### src/rtl/core/mss_pkg.sv
// shared types and constants for the masked sample statistics block
// no dependencies
`timescale 1ns / 1ps

package mss_pkg;

  localparam int SAMPLE_W    = 16;
  localparam int COUNT_W     = 17;
  localparam int SUM_W       = 33;
  localparam int SQSUM_W     = 47;
  localparam int MEAN_W      = 24;
  localparam int SD_W        = 23;
  localparam int FRAC_W      = 8;
  localparam int MAX_SAMPLES = 65536;

  localparam int ALU_W  = 64;
  localparam int MAG_W  = 32;
  localparam int ROOT_W = 32;
  localparam int DIV_W  = MAG_W + FRAC_W;
  localparam int CNT_W  = 6;

  localparam logic signed [SAMPLE_W-1:0] SAMPLE_MAX = {1'b0, {(SAMPLE_W-1){1'b1}}};
  localparam logic signed [SAMPLE_W-1:0] SAMPLE_MIN = {1'b1, {(SAMPLE_W-1){1'b0}}};
  localparam logic [SD_W-1:0]            SD_MAX     = '1;

  typedef enum logic [3:0] {
    ST_IDLE,
    ST_PREP,
    ST_MUL_N,
    ST_MUL_M,
    ST_DIFF,
    ST_SQRT,
    ST_DIV_SD,
    ST_DIV_MEAN,
    ST_MEAN_FIX,
    ST_OUT
  } state_t;

endpackage

### src/rtl/core/masked_sample_statistics.sv
// top level of the masked sample statistics block: accumulators and the
// sequenced closing arithmetic on one shared 64-bit adder; uses mss_pkg
`timescale 1ns / 1ps

// Masked sample statistics. Signed 16-bit samples stream in one item per
// cycle while sample_stall is low; a sample equal to exclude_value is
// skipped, the rest update a running min, max, count, sum and sum of squares
// (count saturates at MAX_SAMPLES). The item with last set closes the set
// and yields one result: min, max, mean = floor(S1*256/n) and std_dev =
// floor(isqrt(n*S2-S1^2)*256/n), both with 8 fraction bits; an empty set
// gives valid_res = 0 and all zeros. Rate: items without last are taken
// every cycle. A closing item is taken, then the block stalls while it
// updates, takes |S1|, shift-add multiplies n*S2 and S1^2, subtracts, runs
// the root steps, two restoring divides and a rounding step; an empty set
// goes from the |S1| step to the result. All closing work runs on one
// 64-bit add/compare unit. The input stays stalled until the result is
// taken, after which the accumulators clear for the next set. exclude_value
// may be written any time the block is idle; cfg_ready is always high.
module masked_sample_statistics (
  input  logic                                clk,
  input  logic                                rst,
  // configuration write
  input  logic                                cfg_valid,
  output logic                                cfg_ready,
  input  logic signed [mss_pkg::SAMPLE_W-1:0] exclude_value,
  // sample items
  input  logic                                sample_valid,
  output logic                                sample_stall,
  input  logic signed [mss_pkg::SAMPLE_W-1:0] sample,
  input  logic                                last,
  // result items
  output logic                                result_valid,
  input  logic                                result_stall,
  output logic                                valid_res,
  output logic signed [mss_pkg::SAMPLE_W-1:0] minimum,
  output logic signed [mss_pkg::SAMPLE_W-1:0] maximum,
  output logic signed [mss_pkg::MEAN_W-1:0]   mean,
  output logic        [mss_pkg::SD_W-1:0]     std_dev,
  output logic        [mss_pkg::COUNT_W-1:0]  counted
);
  import mss_pkg::*;

  state_t state, state_next;

  // exclusion register
  logic signed [SAMPLE_W-1:0] excl_value;

  // one-item holding stage in front of the accumulators
  logic                       acc_v;
  logic                       acc_last;
  logic signed [SAMPLE_W-1:0] acc_sample;

  // running set statistics
  logic signed [SAMPLE_W-1:0] run_min;
  logic signed [SAMPLE_W-1:0] run_max;
  logic        [COUNT_W-1:0]  sample_count;
  logic signed [SUM_W-1:0]    sample_sum;
  logic        [SQSUM_W-1:0]  square_sum;

  // closing arithmetic working registers
  logic [ALU_W-1:0]  work_a;   // n*S2, then radicand, then remainder
  logic [ALU_W-1:0]  work_b;   // S1^2, then root
  logic [ALU_W-1:0]  shreg;    // root bit, then dividend / quotient
  logic [MAG_W-1:0]  mag;      // |S1|
  logic [CNT_W-1:0]  cnt;
  logic [SD_W-1:0]   sd_val;
  logic [MEAN_W-1:0] mean_val;

  // shared adder: a + (b or ~b) + cin, carry out doubles as a >= b
  logic [ALU_W-1:0] alu_a;
  logic [ALU_W-1:0] alu_b;
  logic             alu_inv;
  logic             alu_cin;
  logic [ALU_W:0]   alu_sum;
  logic             alu_carry;

  logic                  in_take;
  logic                  upd;
  logic                  counts;
  logic signed [31:0]    sq_s;
  logic                  sum_neg;
  logic                  cnt_done;
  logic [ALU_W-1:0]      rem_shift;
  logic [DIV_W-1:0]      quot;
  logic [ALU_W-1:0]      rem_next;
  logic [ALU_W-1:0]      root_next;
  logic                  nonempty;

  assign cfg_ready = 1'b1;
  assign in_take   = sample_valid && !sample_stall;
  assign upd       = (state == ST_IDLE) && acc_v;
  assign counts    = (acc_sample != excl_value) &&
                     (sample_count < COUNT_W'(MAX_SAMPLES));
  assign sq_s      = 32'(acc_sample) * 32'(acc_sample);
  assign sum_neg   = sample_sum[SUM_W-1];
  assign cnt_done  = (cnt == '0);
  assign nonempty  = (sample_count != '0);

  assign alu_sum   = {1'b0, alu_a} + {1'b0, (alu_inv ? ~alu_b : alu_b)} +
                     {{ALU_W{1'b0}}, alu_cin};
  assign alu_carry = alu_sum[ALU_W];

  // restoring divide step: bring down the next dividend bit
  assign rem_shift = {work_a[ALU_W-2:0], shreg[DIV_W-1]};
  assign quot      = {shreg[DIV_W-2:0], alu_carry};
  assign rem_next  = alu_carry ? alu_sum[ALU_W-1:0] : rem_shift;

  // root after the current step
  assign root_next = alu_carry ? ((work_b >> 1) | shreg) : (work_b >> 1);

  // next state
  always_comb begin
    state_next = state;
    case (state)
      ST_IDLE: begin
        if (acc_v && acc_last) state_next = ST_PREP;
      end
      ST_PREP: begin
        state_next = nonempty ? ST_MUL_N : ST_OUT;
      end
      ST_MUL_N: begin
        if (cnt_done) state_next = ST_MUL_M;
      end
      ST_MUL_M: begin
        if (cnt_done) state_next = ST_DIFF;
      end
      ST_DIFF: begin
        state_next = ST_SQRT;
      end
      ST_SQRT: begin
        if (cnt_done) state_next = ST_DIV_SD;
      end
      ST_DIV_SD: begin
        if (cnt_done) state_next = ST_DIV_MEAN;
      end
      ST_DIV_MEAN: begin
        if (cnt_done) state_next = ST_MEAN_FIX;
      end
      ST_MEAN_FIX: begin
        state_next = ST_OUT;
      end
      ST_OUT: begin
        if (!result_stall) state_next = ST_IDLE;
      end
      default: begin
        state_next = ST_IDLE;
      end
    endcase
  end

  // handshake and shared-unit controls
  always_comb begin
    sample_stall = !((state == ST_IDLE) && !(acc_v && acc_last));
    result_valid = (state == ST_OUT);
    alu_a        = '0;
    alu_b        = '0;
    alu_inv      = 1'b0;
    alu_cin      = 1'b0;
    case (state)
      ST_PREP: begin
        // magnitude of the sum
        alu_b   = ALU_W'(sample_sum);
        alu_inv = sum_neg;
        alu_cin = sum_neg;
      end
      ST_MUL_N: begin
        alu_a = {work_a[ALU_W-2:0], 1'b0};
        alu_b = sample_count[cnt[4:0]] ? ALU_W'(square_sum) : '0;
      end
      ST_MUL_M: begin
        alu_a = {work_b[ALU_W-2:0], 1'b0};
        alu_b = mag[cnt[4:0]] ? ALU_W'(mag) : '0;
      end
      ST_DIFF: begin
        alu_a   = work_a;
        alu_b   = work_b;
        alu_inv = 1'b1;
        alu_cin = 1'b1;
      end
      ST_SQRT: begin
        // root and trial bit never overlap, so or is the sum
        alu_a   = work_a;
        alu_b   = work_b | shreg;
        alu_inv = 1'b1;
        alu_cin = 1'b1;
      end
      ST_DIV_SD, ST_DIV_MEAN: begin
        alu_a   = rem_shift;
        alu_b   = ALU_W'(sample_count);
        alu_inv = 1'b1;
        alu_cin = 1'b1;
      end
      ST_MEAN_FIX: begin
        // -(q + (rem != 0)) for a negative sum
        alu_b   = ALU_W'(shreg[DIV_W-1:0]);
        alu_inv = 1'b1;
        alu_cin = (work_a == '0);
      end
      default: begin
        alu_a = '0;
      end
    endcase
  end

  // control state
  always_ff @(posedge clk) begin
    if (rst) begin
      state      <= ST_IDLE;
      acc_v      <= 1'b0;
      excl_value <= '0;
    end else begin
      state <= state_next;
      acc_v <= in_take;
      if (cfg_valid && cfg_ready) excl_value <= exclude_value;
    end
  end

  always_ff @(posedge clk) begin
    if (in_take) begin
      acc_sample <= sample;
      acc_last   <= last;
    end
  end

  // accumulators, cleared at reset and once the result is taken
  always_ff @(posedge clk) begin
    if (rst || ((state == ST_OUT) && !result_stall)) begin
      run_min      <= SAMPLE_MAX;
      run_max      <= SAMPLE_MIN;
      sample_count <= '0;
      sample_sum   <= '0;
      square_sum   <= '0;
    end else if (upd && counts) begin
      if (acc_sample < run_min) run_min <= acc_sample;
      if (acc_sample > run_max) run_max <= acc_sample;
      sample_count <= sample_count + COUNT_W'(1);
      sample_sum   <= sample_sum + SUM_W'(acc_sample);
      square_sum   <= square_sum + SQSUM_W'(unsigned'(sq_s));
    end
  end

  // closing datapath
  always_ff @(posedge clk) begin
    case (state)
      ST_PREP: begin
        mag    <= alu_sum[MAG_W-1:0];
        work_a <= '0;
        work_b <= '0;
        cnt    <= CNT_W'(COUNT_W - 1);
      end
      ST_MUL_N: begin
        work_a <= alu_sum[ALU_W-1:0];
        cnt    <= cnt_done ? CNT_W'(MAG_W - 1) : cnt - CNT_W'(1);
      end
      ST_MUL_M: begin
        work_b <= alu_sum[ALU_W-1:0];
        cnt    <= cnt - CNT_W'(1);
      end
      ST_DIFF: begin
        // n*S2 - S1^2, floored at zero
        work_a <= alu_carry ? alu_sum[ALU_W-1:0] : '0;
        work_b <= '0;
        shreg  <= {2'b01, {(ALU_W-2){1'b0}}};
        cnt    <= CNT_W'(ROOT_W - 1);
      end
      ST_SQRT: begin
        if (cnt_done) begin
          // last root step; load root*256 as the dividend
          work_a <= '0;
          shreg  <= {{(ALU_W-DIV_W){1'b0}}, root_next[ROOT_W-1:0], {FRAC_W{1'b0}}};
          cnt    <= CNT_W'(DIV_W - 1);
        end else begin
          if (alu_carry) work_a <= alu_sum[ALU_W-1:0];
          work_b <= root_next;
          shreg  <= shreg >> 2;
          cnt    <= cnt - CNT_W'(1);
        end
      end
      ST_DIV_SD: begin
        if (cnt_done) begin
          sd_val <= (quot > DIV_W'(SD_MAX)) ? SD_MAX : quot[SD_W-1:0];
          work_a <= '0;
          shreg  <= ALU_W'({mag, {FRAC_W{1'b0}}});
          cnt    <= CNT_W'(DIV_W - 1);
        end else begin
          work_a <= rem_next;
          shreg  <= ALU_W'(quot);
          cnt    <= cnt - CNT_W'(1);
        end
      end
      ST_DIV_MEAN: begin
        work_a <= rem_next;
        shreg  <= ALU_W'(quot);
        cnt    <= cnt - CNT_W'(1);
      end
      ST_MEAN_FIX: begin
        mean_val <= sum_neg ? alu_sum[MEAN_W-1:0] : shreg[MEAN_W-1:0];
      end
      default: begin
        cnt <= cnt;
      end
    endcase
  end

  // result fields, zero for an empty set
  assign valid_res = nonempty;
  assign minimum   = nonempty ? run_min : '0;
  assign maximum   = nonempty ? run_max : '0;
  assign mean      = nonempty ? mean_val : '0;
  assign std_dev   = nonempty ? sd_val : '0;
  assign counted   = sample_count;

endmodule

### config.mk
export PLATFORM = sky130hd
export DESIGN_NAME = masked_sample_statistics
export DESIGN_NICKNAME = d
export VERILOG_FILES = /design/src/rtl/core/mss_pkg.sv /design/src/rtl/core/masked_sample_statistics.sv
export SDC_FILE = /design/constraint.sdc
export NUM_CORES = 2
export LEC_CHECK = 0
export BUFFER_PORTS_ARGS = -buffer_cell sky130_fd_sc_hd__buf_2
export CAP_MARGIN = 10
export CORE_MARGIN = 3
export CORE_UTILIZATION = 58
export CTS_CLUSTER_DIAMETER = 150
export DETAILED_ROUTE_END_ITERATION = 10
export PLACE_DENSITY = 0.77
export REMOVE_ABC_BUFFERS = 1
export SLEW_MARGIN = 10
export SYNTH_ARGS = -nofsm -noshare
export SYNTH_HDL_FRONTEND = slang
export SYNTH_SLANG_ARGS = --single-unit
### constraint.sdc
create_clock -name clk -period 12.65 [get_ports clk]
set_input_delay 1.265 -clock clk [delete_from_list [all_inputs] [get_ports clk]]
set_output_delay 1.265 -clock clk [all_outputs]
set_load 0.02 [all_outputs]
# After elaboration in Yosys (flattened, before gate mapping)
# Index checks and enable logic that the tools add are counted.
# Widths: inputs -> output; s select.
# word_totals
word_cells,123
output_inout_bits,100
register_bits,444
inputBits,38
# classes
n_eq_ne,19
reduce_logical,32
multipliers,1
magnitude_cmp,5
bitwise,3
n_addsub,6
n_mux,40
# op_table
cell,count
$mux 64,8
$pmux 64 s4,2
$pmux 64 s7,1
$pmux 64 s6,1
$pmux 64 s3,1
$add 64x64->65,1
$add 65x1->65,1
$logic_not 64->1,1
$not 64->64,1
$or 63x64->64,1
$or 64x64->64,1
$mux 62,1
$mux 24,2
$add 47x32->47,1
$mux 47,1
$gt 40x23->1 const B,1
$mux 40,1
$pmux 4 s10,1
$add 33x16->33,1
$mul 16x16->32,1
$mux 16,2
$mux 32,1
$mux 4,8
$pmux 6 s5,1
other kinds (35),65

# Logic depth before layout (Yosys ltp)
# logic_depth
ltp_word,11
mapped_depth,36
depth_no_buf,35

# Worst setup path after synthesis
# Ideal clock, no wire load.
# synth_path
path_type,register to register
startpoint,reg state[3]
endpoint,reg work_a[0] (enable)
slack_ps,2099
t_arrival_ps,9949
t_required_ps,12048
path_stages_with_launch,23
path_buffers,4
synth_period_minus_slack_ps,10551
setup_time_ps,602
path_cell_list,dfxtp_1 buf_2 nand2b_1 buf_2 inv_1 a21oi_1 nor2b_1 clkbuf_1 xor2_1 fa_1 inv_1 fa_1 nand2b_1 a21o_1 a211oi_2 o2111ai_1 a21oi_1 o211ai_1 and2_4 o31ai_4 buf_6 nor4_1 a311oi_1
# synth_via
elab_chain_len,9
word_cells_on_any_way,23
classes_between,2 x add/sub; 9 x eq/ne; 5 x mux; 1 x bitwise; 6 x reduce/logical
# synth_rtl
element,line_no,source
"start, declared",masked_sample_statistics.sv:43,"state_t state, state_next;"
"start signal, assigned",masked_sample_statistics.sv:212,state <= state_next;
$eq 4x3->1,"masked_sample_statistics.sv:159, masked_sample_statistics.sv:244",
$reduce_or 2->1,masked_sample_statistics.sv:159,case (state)
$pmux 64 s7,masked_sample_statistics.sv:159,
$not 64->64,masked_sample_statistics.sv:99,"assign alu_sum = {1'b0, alu_a} + {1'b0, (alu_inv ? ~alu_b : alu_b)} +"
$mux 64,masked_sample_statistics.sv:99,
$add 64x64->65,masked_sample_statistics.sv:99,
$add 65x1->65,masked_sample_statistics.sv:99,
$ne 3x3->1 (no source line),n/a,
$reduce_and 2->1 (no source line) *,n/a,
"end signal, assigned",masked_sample_statistics.sv:252,work_a <= alu_sum[ALU_W-1:0];
"end signal, assigned",masked_sample_statistics.sv:261,work_a <= alu_carry ? alu_sum[ALU_W-1:0] : '0;
"end signal, assigned",masked_sample_statistics.sv:273,if (alu_carry) work_a <= alu_sum[ALU_W-1:0];
"end, declared",masked_sample_statistics.sv:61,logic [ALU_W-1:0] work_a;
# Every way passes the cells marked *; elsewhere a longest branch is shown, timed or not.
# A chain may end at the register's enable or synchronous reset.

# Worst setup path after layout
# layout_path
startpoint,reg acc_sample[1]
endpoint,reg square_sum[41]
# layout_via
elab_chain_len,3
word_cells_on_any_way,5
classes_between,1 x add/sub; 1 x mul; 1 x eq/ne; 2 x reduce/logical
# layout_rtl
element,line_no,source
"start, declared",masked_sample_statistics.sv:51,logic signed [SAMPLE_W-1:0] acc_sample;
"start signal, assigned",masked_sample_statistics.sv:220,acc_sample <= sample;
"parallel branches: the longest is 3 deep, another holds $add 47x32->47",n/a,
"end signal, assigned",masked_sample_statistics.sv:238,square_sum <= square_sum + SQSUM_W'(unsigned'(sq_s));
"end, declared",masked_sample_statistics.sv:58,logic [SQSUM_W-1:0] square_sum;
# Several ways; the timed one is not identified.

==> results by group <==
Outcome
  – Status: finished with violations
  – Failing checks: DRC

Synth
  – Post-synthesis register bit count: 432
  – Most used DFF post-synth: edfxtp_1
  – Synth top area share: 22.36%
  – Sequential fraction of the synthesis area: 30.29%
  – Largest cells by area after synthesis: edfxtp_1 (22%), fa_1 (13%), ha_1 (8.2%), dfxtp_1 (7.9%), inv_1 (4.7%)
  – Synth unique cells: 97
  – Largest area contributor in the netlist: edfxtp_1
  – Synth warn: 0
  – Post-Synthesis Cells: 3998
  – Synthesized cell area: 37870 sq um
  – Avg Inst Size Synth: 9.473 sq um
  – Post-synth EDFFs: 282
  – FFs w/ async S/R, synth: 0%

Detailed routing
  – Routed length per instance: 22.76 um
  – Initial DRC Count: 4376
  – Post-route DRC: 2
  – Via count: 31635
  – Via density per instance: 6.453
  – Drt total wl: 111.6 mm
  – Routed Antenna Nets: 0
  – First-pass detailed-route iteration total: 11

Clocking
  – Htree depth: 2
  – Clock transition at path regs: 0.06 ns
  – Post-cts resize count: 0
  – CTS buffer count: 48
  – CTS Sinks: 432
  – CTS tree: yes
  – Total setup buffers inserted after CTS: 0
  – Clock Path Buffers: 3
  – Clock root buffer: clkbuf_16
  – Hold buffers post-CTS: 0
  – Clock Latency Late Sink: 0.62 ns

Cells and area
  – N_diodes: 0
  – Most frequent cells in the layout: inv_1 (478), edfxtp_1 (282), nor2_1 (259)
  – Layout Nets: 4536
  – Fin area: 40950 sq um
  – Layout cells sized above 1: 9.365%
  – Most common library cell in the layout ignoring fill and taps: inv_1
  – Area Growth Syn to Fin: 8.141%

GRT
  – Number of global-route vias before repair: 31367
  – Largest net degree at the start of global routing: 83
  – Initial antenna violation count: 3
  – First-pass GRT wire length: 175.9 mm
  – Grt total ovfl: 0
  – Total GRT Usage: 32.57%

Placed design
  – Input/output buffers: 136
  – Gpl congestion: 0.9637
  – Cell area after placement: 39210 sq um
  – Hpwl dp: 80.55 mm

STA
  – TNS Setup: 0 ns
  – Hold Fails Final Rpt: 0
  – Worst hold slack: 0.4945 ns
  – Count of final setup violators: 0
  – Layout Skew: 0.03089 ns
  – Final Max Tran Viols: 0
  – Fmax: 0.1067 GHz
  – Slew HR: 26.89%
  – Fin crit share: 74.06%
  – Worst Tran Pin Value: 1.094 ns
  – Final min period: 9.368 ns
  – RSZ-0062 raised after global routing: no

Min path
  – HP Class: reg -> reg

Die
  – Initial Util: 58.64%
  – Die span in y: 261.5 um
  – Full die area: 68400 sq um
  – Chip width: 261.5 um
  – CORE AREA: 64580 sq um
  – # IOs: 138
  – Rows: 93

Setup path
  – Critical Path End Type: register
  – WP data arrival: 9.83 ns
  – CP required: 13.11 ns
  – Slowest CP cell: edfxtp_1
  – Crit Path Max Fanout: 19
  – Crit Path Category: reg -> reg
  – Critical path launch point type: register
  – Critical Path Max Stage Delay: 0.88 ns
  – CP dominant cell by count: fa_1

Run
  – Max Cap Viol: 0
## through the flow
step	utilization, %	setup slack [ns]	cells
final	63.42	3.282	4902
after global placement	60.72	3.562	4815
after global routing	63.42	2.718	4902
after detailed placement	60.72	3.351	4815
after CTS	63.42	3.304	4902
after floorplan	-	-2.582	3770
## metal layers
| layer | vias up | part of all wire [%] | global-route usage, % | routed length (um) |
|---|---|---|---|---|
| li1 | 14287 | - | - | - |
| met1 | 15155 | 38 | 42.09 | 42490 |
| met2 | 1863 | 46 | 52.72 | 51130 |
| met3 | 328 | 12 | 8.307 | 13190 |
| met4 | 2 | 4.2 | 12.66 | 4736 |
| met5 | - | 0.011 | 0 | 12 |
## worst max-delay path: cells and delay by family, from the launching register on
family	cells	cell delay, ns
AO/OA/AOI/OAI	10	2.57
XOR/XNOR	2	0.32
adder cells (fa/ha/maj)	8	3.68
buffers and inverters	5	0.78
flip-flops	1	0.88
AND/OR/NAND/NOR	6	0.99
## registers in the layout, indices dropped and copies added, names as in the netlist, 17 cells and up
register	count
counted	17
mag	32
mean_val	24
sample_sum	33
square_sum	47
sd_val	23
work_b	64
shreg	52
work_a	64
## cell usage after synthesis, types with 17 or more instances
| library cell | instances |
|---|---|
| o211ai_1 | 30 |
| xnor2_1 | 149 |
| inv_1 | 479 |
| buf_1 | 17 |
| buf_2 | 28 |
| nor2_1 | 268 |
| and2_1 | 121 |
| mux2_2 | 26 |
| dfxtp_1 | 150 |
| nor4_1 | 30 |
| mux2i_1 | 99 |
| o21bai_1 | 30 |
| a222oi_1 | 109 |
| a22o_1 | 78 |
| nand2_1 | 255 |
| edfxtp_1 | 282 |
| nand2b_1 | 56 |
| nand4_1 | 42 |
| fa_1 | 241 |
| nor2b_1 | 24 |
| a22oi_1 | 18 |
| o21a_1 | 25 |
| nand3_1 | 44 |
| and3_1 | 32 |
| nor3_1 | 33 |
| a21oi_1 | 257 |
| o2bb2ai_1 | 17 |
| xor2_1 | 77 |
| o21ai_0 | 170 |
| a211oi_1 | 19 |
| a221o_1 | 20 |
| ha_1 | 247 |
| a221oi_1 | 31 |
| a31oi_1 | 18 |
| a21o_1 | 106 |
| clkbuf_1 | 172 |
## path summary, 6_finish.rpt
| check | startpoint | end | slack (ns) | cells after the start |
|---|---|---|---|---|
| max | acc_sample[1] | square_sum[41] | 3.28 | 31 |
| max reg2reg | acc_sample[1] | square_sum[41] | 3.28 | 31 |
| min reg2reg | run_min[15] | run_min[15] | 0.49 | 2 |
| min | run_min[15] | run_min[15] | 0.49 | 2 |
## kinds of logic (layout without fill, tap and decap cells)
| kind of cell | after synthesis | in the layout | share of synthesized area (%) |
|---|---|---|---|
| AOI/OAI and AO/OA | 1038 | 1038 | 19.55 |
| and+or+nand+nor | 965 | 965 | 12.51 |
| buffers and inverters | 708 | 757 | 7.242 |
| adders and majority gates | 488 | 488 | 20.90 |
| DFF | 432 | 432 | 30.29 |
| xor gates and xnor gates | 226 | 226 | 5.227 |
| muxes | 140 | 140 | 4.282 |
| other | 1 | 1 | 0.009902 |
## cell type report
type / instances / area (sq um)
multi-input combinational: 2858 / 23790
fill: 5251 / 23630
sequential: 432 / 11470
inverter: 480 / 1802
clock buffer: 57 / 1308
timing repair buffer: 190 / 1086
tap: 855 / 1070
clock inverter: 30 / 432.9
Power is left out: the tool's default activity adds up to more than one toggle a clock period on the data nets, which glitch-free logic cannot reach.
